### config.mk
export PLATFORM = sky130hd
export DESIGN_NAME = bpw_mul
export DESIGN_NICKNAME = d
export VERILOG_FILES = /design/src/bpw_mul.sv
export SDC_FILE = /design/constraint.sdc
export NUM_CORES = 2
export LEC_CHECK = 0
export CAP_MARGIN = 30
export CORE_MARGIN = 10
export CORE_UTILIZATION = 70
export CTS_CLUSTER_SIZE = 40
export DETAILED_ROUTE_END_ITERATION = 8
export DONT_BUFFER_PORTS = 1
export PLACE_DENSITY_LB_ADDON = 0.12
export SETUP_SLACK_MARGIN = 0.5
export SKIP_CTS_REPAIR_TIMING = 1
export SLEW_MARGIN = 5
export SYNTH_ARGS = -nofsm -noshare
export SYNTH_HDL_FRONTEND = slang
export SYNTH_SLANG_ARGS = --single-unit
### constraint.sdc
create_clock -name i_clk -period 10.83 [get_ports i_clk]
set_clock_uncertainty 0.05 [all_clocks]
set_input_delay 0 -clock i_clk [delete_from_list [all_inputs] [get_ports i_clk]]
set_output_delay 0 -clock i_clk [all_outputs]
set_load 0.03 [all_outputs]
### src/bpw_mul.sv
`timescale 1ns / 1ps

// Shared 32 x 32 unsigned multiplier with a registered product.
module bpw_mul (
    input  logic        i_clk,
    input  logic [31:0] i_a,
    input  logic [31:0] i_b,
    output logic [63:0] o_p
);

    logic [63:0] r_p;

    always_ff @(posedge i_clk) begin
        r_p <= 64'(i_a) * 64'(i_b);
    end

    assign o_p = r_p;

endmodule

==> results_dict.tcl <==
set metrics [dict create \
    grt_max_degree 33 \
    drv_cap 0 \
    clock.fmax_mhz 140.0 \
    critPathTopFamily "adder cells" \
    fp.dieW_um 242.6 \
    netlist_area_um2 34680 \
    highest_layer "met5" \
    cts.clk_slew.worst_paths_ns 0.06 \
    ys_ff_latch 64 \
    overflow 0 \
    cts_buffers 9 \
    wl_met1_mm 34.00 \
    grt_pass1_vias 28570 \
    htree_levels 3 \
    fin_tns_setup_ns 0 \
    layout_commonest_cell "fa_1" \
    synthToLayoutAreaGrowth_pct 1.079 \
    antenna_found_initial 2 \
    worstMarginPinSlew_ns 0.8980 \
    critPathMaxFanout 32 \
    cp_slowest_cell "a31oi_1" \
    fin_crit_ns 7.140 \
    rsz0062_at_grt "no" \
    critPathMaxStageDelay_ns 0.58 \
    syn-num-nets 4972 \
    cp-start-kind "input pin" \
    hold-path-cell-count 3 \
    cp_num_buf_inv 6 \
    crit_path_end_kind "flip-flop" \
    ys.flop_type "dfxtp_1" \
    drtIter0Drc 1885 \
    violations "hold timing" \
    hold_start "i_b[0]" \
    ys_warn_count 0 \
    whs_endpoint "o_p[2]" \
    largest_register_ffs 64 \
    synth-edff-count 0 \
    antennaDiodeCount 0 \
    wl_met2_mm 49.62 \
    first_pass_iters 6 \
    core_um2 48950 \
    period_share_pct 65.93 \
    wl_mm 99.00 \
    avgSynthCellArea_um2 9.252 \
    grt_pass1_wl_mm 157.8 \
    whs_ns -0.007285 \
    finalSetupViolCount 0 \
    hold_viol_final 1 \
    drv_slew 0 \
    synthCells 3748 \
    cts_buffer_depth 2 \
    via_per_inst 5.958 \
    outcome "finished, violations left" \
    vias 25100 \
    die_area_um2 58840 \
    dp_cells 4192 \
    worstSetupPathType "input pin to flip-flop" \
    drc 0 \
    synth-async-reset-ratio_pct 0 \
    seq_area_frac_synth_pct 3.695 \
    initial_core_util_pct 70.84 \
    drtAntennaViolNets 0 \
    clock_sinks 64 \
    hold_path_class "input pin to flip-flop" \
    drive_gt1_share_pct 0.9298 \
    die_h_um 242.6 \
    io_buffers 0 \
    rows 81 \
    wl_per_cell_um 23.50 \
    yosysUniqueCellTypes 57 \
    path_cells "and2_1, fa_1, fa_1, inv_1, fa_1, inv_1, fa_1, inv_1, fa_1, inv_1, fa_1, fa_1, inv_1, fa_1, inv_1, ha_1, nand4_1, or4_1, or3_1, a31oi_1, a31o_2, a211oi_1, o21ai_1, xor2_1" \
    nets 4768 \
    required_ns 11.06 \
    layout.cells.non_filler 4213 \
    ios 129 \
    worstPathArrival_ns 7.37 \
    grt_usage_pct 34.64 \
    dp_hpwl_mm 73.82 \
    mostFrequentLayoutCells "fa_1, inv_1, and2_1" \
    relSlewSlack_pct 39.73 \
    cp_common_cell "fa_1" \
    wl_met3_mm 8.163 \
    place_congestion 0.9620 \
    cts_tree "built" \
    root_buffer "clkbuf_16" \
]
-- cell families (layout without fill, tap and decap cells) --
kind of cell,Yosys count,in the layout,share of synthesized area [%]
AO/OA/AOI/OAI,202,202,4.153
XOR/XNOR,60,60,1.515
adder cells (fa/ha/maj),1159,1159,61.22
buffers and inverters,1085,886,11.77
flip-flops,64,64,3.695
multiplexers,1,1,0.02887
AND/OR/NAND/NOR,1177,1177,17.62
-- stage by stage --
stage               hold slack [ns]  util [%]  instance area, um2  setup WS [ns]
finish                    -0.007285     71.60               35050          3.690
global route                0.01554     71.60               35050          3.464
CTS                         -0.2749     71.50               35000          3.855
detailed placement          0.08471     70.83               34670          3.504
global placement            0.08595     70.83               34670          3.661
floorplan                   0.07729         -               34680          4.027
-- worst max-delay path by stage --
stage,start,to,slack (ns),cells past startpoint
finish,i_a[26],o_p[62],3.69,24
global route,i_a[26],o_p[62],3.46,24
CTS,i_a[26],o_p[62],3.86,24
detailed placement,i_a[26],o_p[62],3.50,24
global placement,i_a[26],o_p[62],3.66,24
floorplan,i_a[25],o_p[62],4.03,25
-- per-layer routing --
layer,global-route usage (%),vias up
li1,-,10420
met1,40.47,12940
met2,59.42,1318
met3,6.293,430
met4,19.98,2
met5,0,-
-- area by class of cell --
class / count / area [um2]
Sequential cell: 64 / 1281
Tap cell: 664 / 830.8
Multi-Input combinational cell: 2599 / 29310
Fill cell: 3779 / 13900
Timing Repair Buffer: 5 / 50.05
Inverter: 865 / 3247
Clock buffer: 9 / 225.2
Clock inverter: 7 / 101.3
-- Yosys cell counts, drive strengths merged (3+ instances only) --
| cell type | n | share of area, % |
|---|---|---|
| nand2 | 480 | 5.2 |
| a211oi | 3 | 0.065 |
| xor2 | 25 | 0.63 |
| ha | 263 | 9.5 |
| o21bai | 11 | 0.25 |
| a21boi | 3 | 0.065 |
| o21a | 9 | 0.19 |
| or3 | 3 | 0.054 |
| clkbuf | 213 | 2.3 |
| dfxtp | 64 | 3.7 |
| or2 | 3 | 0.054 |
| o31ai | 5 | 0.23 |
| a21o | 40 | 0.87 |
| inv | 865 | 9.4 |
| nor2 | 20 | 0.22 |
| a221o | 4 | 0.12 |
| nand3 | 10 | 0.14 |
| and2 | 602 | 11 |
| nand4 | 23 | 0.41 |
| nor3 | 7 | 0.10 |
| a21oi | 66 | 0.99 |
| xnor2 | 35 | 0.88 |
| fa | 896 | 52 |
| and4 | 3 | 0.076 |
| and3 | 14 | 0.25 |
| a31oi | 12 | 0.22 |
| a221oi | 4 | 0.25 |
| or4 | 3 | 0.065 |
| o21ai | 26 | 0.38 |
| buf | 7 | 0.097 |
| o221ai | 3 | 0.076 |
Power is not shown: default switching activity piles up to over one toggle a cycle in this logic, so the estimate is an artifact.
