File: src/bpw_pkg.sv
`timescale 1ns / 1ps

package bpw_pkg;

    localparam int MAX_ATOMS = 32;
    localparam int IDX_W     = $clog2(MAX_ATOMS);
    localparam int CNT_W     = $clog2(MAX_ATOMS + 1);
    localparam int PAIR_W    = $clog2(MAX_ATOMS * MAX_ATOMS);
    localparam int SUM_W     = 31 + IDX_W;
    localparam int DEN_W     = (SUM_W > 32) ? SUM_W : 32;
    localparam int NUM_W     = 96;
    localparam int DIV_STEPS = NUM_W;
    localparam int DIV_CNT_W = $clog2(DIV_STEPS);
    localparam int INV_SHIFT = 44;

    localparam logic [31:0] ONE_Q30 = 32'h4000_0000;
    localparam logic [31:0] SAT32   = 32'hFFFF_FFFF;

    localparam logic KIND_LOAD  = 1'b0;
    localparam logic KIND_POINT = 1'b1;

    typedef enum logic [4:0] {
        ST_IDLE, ST_RD, ST_SQX, ST_SQY, ST_SQZ, ST_SQA, ST_SQS, ST_SQW,
        ST_DVS, ST_DVW, ST_PW1, ST_PW2, ST_PDW, ST_RJ0, ST_RJ1, ST_K0,
        ST_K1, ST_K2, ST_P1, ST_P2, ST_P3, ST_S, ST_M2, ST_RE, ST_FIN,
        ST_FW1, ST_FW2, ST_FW3, ST_FDS, ST_FDW
    } t_state;

    typedef struct packed {
        logic        start;
        logic [63:0] value;
    } t_sqrt_req;

    typedef struct packed {
        logic        done;
        logic [31:0] root;
    } t_sqrt_rsp;

    typedef struct packed {
        logic             start;
        logic [NUM_W-1:0] num;
        logic [DEN_W-1:0] den;
    } t_div_req;

    typedef struct packed {
        logic        done;
        logic [63:0] quot;
    } t_div_rsp;

    function automatic logic [63:0] add_sat64(input logic [63:0] a, input logic [63:0] b);
        logic [64:0] s;
        s = {1'b0, a} + {1'b0, b};
        return s[64] ? 64'hFFFF_FFFF_FFFF_FFFF : s[63:0];
    endfunction

endpackage

File: src/bpw_div.sv
`timescale 1ns / 1ps

// Restoring divider, one quotient bit per cycle; keeps the low 64 quotient bits.
module bpw_div (
    input  logic              i_clk,
    input  logic              i_rst_n,
    input  bpw_pkg::t_div_req i_req,
    output bpw_pkg::t_div_rsp o_rsp
);

    logic [bpw_pkg::NUM_W-1:0]     r_num;
    logic [bpw_pkg::DEN_W-1:0]     r_den;
    logic [bpw_pkg::DEN_W-1:0]     r_rem;
    logic [63:0]                   r_q;
    logic [bpw_pkg::DIV_CNT_W-1:0] r_cnt;
    logic                          r_run;
    logic                          r_done;
    logic [bpw_pkg::DEN_W:0]       rem_sh;
    logic [bpw_pkg::DEN_W:0]       rem_sub;
    logic                          ge;

    assign rem_sh  = {r_rem, r_num[bpw_pkg::NUM_W-1]};
    assign ge      = rem_sh >= {1'b0, r_den};
    assign rem_sub = rem_sh - {1'b0, r_den};

    always_ff @(posedge i_clk) begin
        if (!i_rst_n) begin
            r_run  <= 1'b0;
            r_done <= 1'b0;
        end else begin
            r_done <= 1'b0;
            if (i_req.start) begin
                r_num <= i_req.num;
                r_den <= i_req.den;
                r_rem <= '0;
                r_q   <= 64'd0;
                r_cnt <= bpw_pkg::DIV_CNT_W'(bpw_pkg::DIV_STEPS - 1);
                r_run <= 1'b1;
            end else if (r_run) begin
                r_rem <= ge ? rem_sub[bpw_pkg::DEN_W-1:0] : rem_sh[bpw_pkg::DEN_W-1:0];
                r_num <= r_num << 1;
                r_q   <= {r_q[62:0], ge};
                r_cnt <= r_cnt - 1'b1;
                if (r_cnt == '0) begin
                    r_run  <= 1'b0;
                    r_done <= 1'b1;
                end
            end
        end
    end

    assign o_rsp.done = r_done;
    assign o_rsp.quot = r_q;

endmodule

File: config.mk
export PLATFORM = sky130hd
export DESIGN_NAME = bpw_div
export DESIGN_NICKNAME = d
export VERILOG_FILES = /design/src/bpw_pkg.sv /design/src/bpw_div.sv
export SDC_FILE = /design/constraint.sdc
export NUM_CORES = 1
export LEC_CHECK = 0
export BUFFER_PORTS_ARGS = -buffer_cell sky130_fd_sc_hd__clkbuf_2
export CORE_MARGIN = 1.5
export CORE_UTILIZATION = 49
export CTS_CLUSTER_DIAMETER = 40
export CTS_CLUSTER_SIZE = 24
export DETAILED_ROUTE_END_ITERATION = 7
export GPL_TIMING_DRIVEN = 0
export PLACE_DENSITY = 0.74
export SLEW_MARGIN = 0
export SYNTH_ARGS = -nofsm -noshare
export SYNTH_HDL_FRONTEND = slang
export SYNTH_SLANG_ARGS = --single-unit
File: constraint.sdc
create_clock -name i_clk -period 17.1 [get_ports i_clk]
set_input_delay 0.855 -clock i_clk [delete_from_list [all_inputs] [get_ports i_clk]]
set_output_delay 0.855 -clock i_clk [all_outputs]
set_load 0.05 [all_outputs]
==> flow_metrics.py <==
metrics = {
    "layout": {
        "syn2layout_area_growth_pct": 22.34,
        "diodes": 0,
        "design_area_mm2": 0.01443,
        "fin_nets": 1287,
        "layout-drive-gt1-share": 0.3348,
        "instances_no_fill": 1457,
    },
    "grt": {
        "grt_max_degree": 70,
        "grt_overflow_total": 0,
        "grt_usage": 0.2016,
        "grt_pass1_wl_um": 38810,
        "grt_pass1_vias": 7565,
        "grt_antenna_before_repair": 1,
    },
    "route": {
        "dr_wl_met3_um": 1800,
        "met1_length_um": 10890,
        "wirelength_um": 24950,
        "antenna_left": 0,
        "dr.max_layer_used": "met5",
        "drtIter0Drc": 401,
        "routed_via_density": 5.191,
        "wl_met2_um": 11640,
        "drc": 0,
        "vias": 7564,
        "post_drt_wl_per_cell_um": 17.12,
        "drtPass1Iterations": 4,
    },
    "synth": {
        "syn_area_per_cell_um2": 13.50,
        "synth_compound_area_frac": 0.09133,
        "ys.flop_type": "edfxtp_1",
        "synth-simple-area-share": 0.09059,
        "synth.distinct_cells": 64,
        "synth_warnings": 0,
        "synth_xor_area_frac": 0.02599,
        "synth_seq_area_share": 0.6119,
        "async_flop_share": 0,
        "synth_top_family_by_area": "multiplexers",
        "synth_mux_area_frac": 0.1060,
        "syn_area_mm2": 0.01180,
        "synthesis.nets": 1048,
        "syn_inst": 874,
        "ys_ff_latch": 241,
        "synthAdderAreaFrac": 0.04201,
        "synth-edff-count": 239,
    },
    "floorplanning": {
        "fp.dieW_um": 158.2,
        "io_pins": 200,
        "dieArea_mm2": 0.02501,
        "dieHeight_um": 158.2,
        "start_util": 0.5010,
        "fp.coreArea_mm2": 0.02354,
        "fp-row-count": 56,
    },
    "sta": {
        "slew_violations": 0,
        "skew_ps": 18.67,
        "period_minus_slack_ps": 3058,
        "finalSetupViolCount": 0,
        "rsz0062_at_grt": "false",
        "relSlewSlack": 0.3662,
        "fmax_mhz": 327.0,
        "finalHoldViolCount": 0,
        "fin_ws_ps": 14040,
        "tns_ps": 0,
        "fin_crit_sh": 0.1788,
        "tightest_slew_ps": 950.7,
    },
    "worst_setup_path": {
        "start_kind": "register",
        "worst-path-max-fanout": 5,
        "r2r-start": "r_rem[5]$_SDFFCE_PP0P_",
        "r2r-end": "r_rem[33]$_SDFFCE_PP0P_",
        "path_cells": "ha_1, a21oi_2, o211ai_2, a2111oi_2, a21bo_2, a211oi_1, o21ai_0, xnor2_1, a211oi_2",
        "r2r_cells": 9,
        "arrival_ps": 3250,
        "endpoint_kind": "register",
        "path_buf_inv": 0,
        "r2r_slack_ps": 14040,
        "required_ps": 17300,
        "critPathMaxStageDelay_ps": 450,
        "critPathSlowestCell": "a211oi_1",
        "crit_family": "compound AO/OA/AOI/OAI gates",
        "crit_type": "register to register",
    },
    "clock_tree": {
        "htree_levels": 2,
        "postCtsResizedCells": 0,
        "cts_root_buf": "clkbuf_16",
        "cts_hold_buf": 0,
        "cts.sinks": 241,
        "clk_pin_slew_ps": 60,
        "cts_buffer_depth": 3,
        "tritoncts": "yes",
        "insertion_delay_ps": 500,
        "numCtsBuffers": 36,
        "post_cts_buffers": 0,
    },
    "place": {
        "dp_slack_ps": 13720,
        "place_inst": 1394,
        "dpl_cell_area_mm2": 0.01328,
        "port_buffers": 198,
        "gp_congestion": 0.9295,
        "dp.final_hpwl_um": 17480,
    },
    "pwr": {
        "p_leak_uw": 0.005804,
        "vdd_drop_max_v": 0.00008694,
        "p_per_area_mw_per_mm2": 120.2,
        "p_total_uw": 1735,
    },
    "worst_hold_path": {
        "worstHoldPathCells": 2,
        "worstHoldPathType": "register to register",
        "hold_end": "r_done$_SDFF_PP0_",
        "hp-start": "r_run$_SDFF_PN0_",
    },
    "flow_run": {
        "cap_violations": 0,
    },
    "run_status": {
        "status": "finished clean",
    },
}
Yosys cell counts, types with 3 or more instances:
cell | instances | share of area
buf_2 | 3 | 0.0013
o21ai_0 | 21 | 0.0089
edfxtp_1 | 239 | 0.61
nand2b_1 | 12 | 0.0064
buf_6 | 4 | 0.0038
o21a_1 | 12 | 0.0076
o22ai_1 | 7 | 0.0037
nor2b_1 | 69 | 0.037
xor2_1 | 11 | 0.0082
o21bai_1 | 10 | 0.0064
mux2_2 | 95 | 0.091
mux2i_1 | 18 | 0.015
a21oi_1 | 30 | 0.013
inv_1 | 53 | 0.017
nand4_1 | 6 | 0.0032
a211oi_1 | 15 | 0.0095
nor3_1 | 7 | 0.0030
xnor2_1 | 24 | 0.018
and3_1 | 8 | 0.0042
and2_1 | 4 | 0.0021
a211oi_2 | 4 | 0.0042
buf_1 | 5 | 0.0016
nor2_1 | 51 | 0.016
clkbuf_1 | 23 | 0.0073
nand2_1 | 32 | 0.010
nand3_1 | 7 | 0.0030
a21oi_2 | 4 | 0.0030
ha_1 | 38 | 0.040
or3_1 | 3 | 0.0016
a21o_1 | 17 | 0.011
per-layer routing:
layer  GRT usage  vias to the layer above
met3     0.05995                       46
met5           0                        -
met4     0.07254                        2
met2      0.3148                      197
li1            -                     3704
met1      0.2669                     3615
cell usage in the layout, fill, tap and decap left out, drive strengths merged, types with 11 or more instances in the layout:
| master | Yosys | layout |
|---|---|---|
| buf | 13 | 16 |
| mux2i | 18 | 18 |
| nor2 | 52 | 52 |
| clkinv | 0 | 12 |
| mux2 | 95 | 95 |
| a21oi | 36 | 36 |
| a21o | 17 | 17 |
| xnor2 | 24 | 24 |
| nand2b | 12 | 12 |
| a211oi | 19 | 19 |
| o21ai | 22 | 22 |
| clkbuf | 24 | 262 |
| nor2b | 69 | 69 |
| nand2 | 32 | 32 |
| o21a | 12 | 12 |
| ha | 38 | 38 |
| xor2 | 11 | 11 |
| inv | 54 | 57 |
| edfxtp | 239 | 239 |
worst min-delay path: cells and delay by family, from the launching register on:
family / cells / cell delay [ps]
and+or+nand+nor: 2 / 100
DFF: 1 / 310
cell type report:
class | instances | area [um^2]
tap | 319 | 399.1
clock inverter | 23 | 216.5
multi-input combinational | 542 | 4207
buffer | 37 | 177.7
inverter | 54 | 202.7
fill | 1896 | 9112
timing repair buffer | 201 | 1074
sequential | 241 | 7217
clock buffer | 40 | 937.1
power breakdown:
part / total (uW) / internal [uW] / leakage (uW) / switching, uW
combinational: 312 / 125 / 0.00294 / 186
clock: 700 / 442 / 0.000554 / 259
sequential: 723 / 706 / 0.00231 / 16.7
through the flow:
| step | hold WS (ps) | util |
|---|---|---|
| detailed placement | 446.3 | 0.5639 |
| CTS | 443.4 | 0.6129 |
| global placement | 433.0 | 0.5601 |
| floorplan | 421.4 | - |
| global route | 456.3 | 0.6129 |
| finish | 435.3 | 0.6129 |
cells by family after synthesis:
group	count (synthesis)
xor gates and xnor gates	35
DFF	241
buffers and inverters	91
AOI/OAI and AO/OA	149
muxes	113
adders and majority gates	39
and+or+nand+nor	206
sequential cells by signal, summed over array words and instances, names as in the netlist:
register  cells
r_cnt         7
r_den        36
r_done        1
r_num        96
r_q          64
r_rem        36
r_run         1
how the worst max path moves through the flow:
| stage | from | cells past startpoint | end |
|---|---|---|---|
| after floorplan | i_req[132] | 3 | r_cnt[0]$_SDFFCE_PP1P_ |
| after global placement | i_req[132] | 3 | r_q[13]$_SDFFCE_PP0P_ |
| after detailed placement | i_req[132] | 5 | r_q[15]$_SDFFCE_PP0P_ |
| after CTS | r_rem[5]$_SDFFCE_PP0P_ | 9 | r_rem[33]$_SDFFCE_PP0P_ |
| after global routing | r_den[6]$_DFFE_PP_ | 10 | r_rem[33]$_SDFFCE_PP0P_ |
| final | r_rem[5]$_SDFFCE_PP0P_ | 9 | r_rem[33]$_SDFFCE_PP0P_ |
Note: power is estimated with default switching activity, not from simulation.
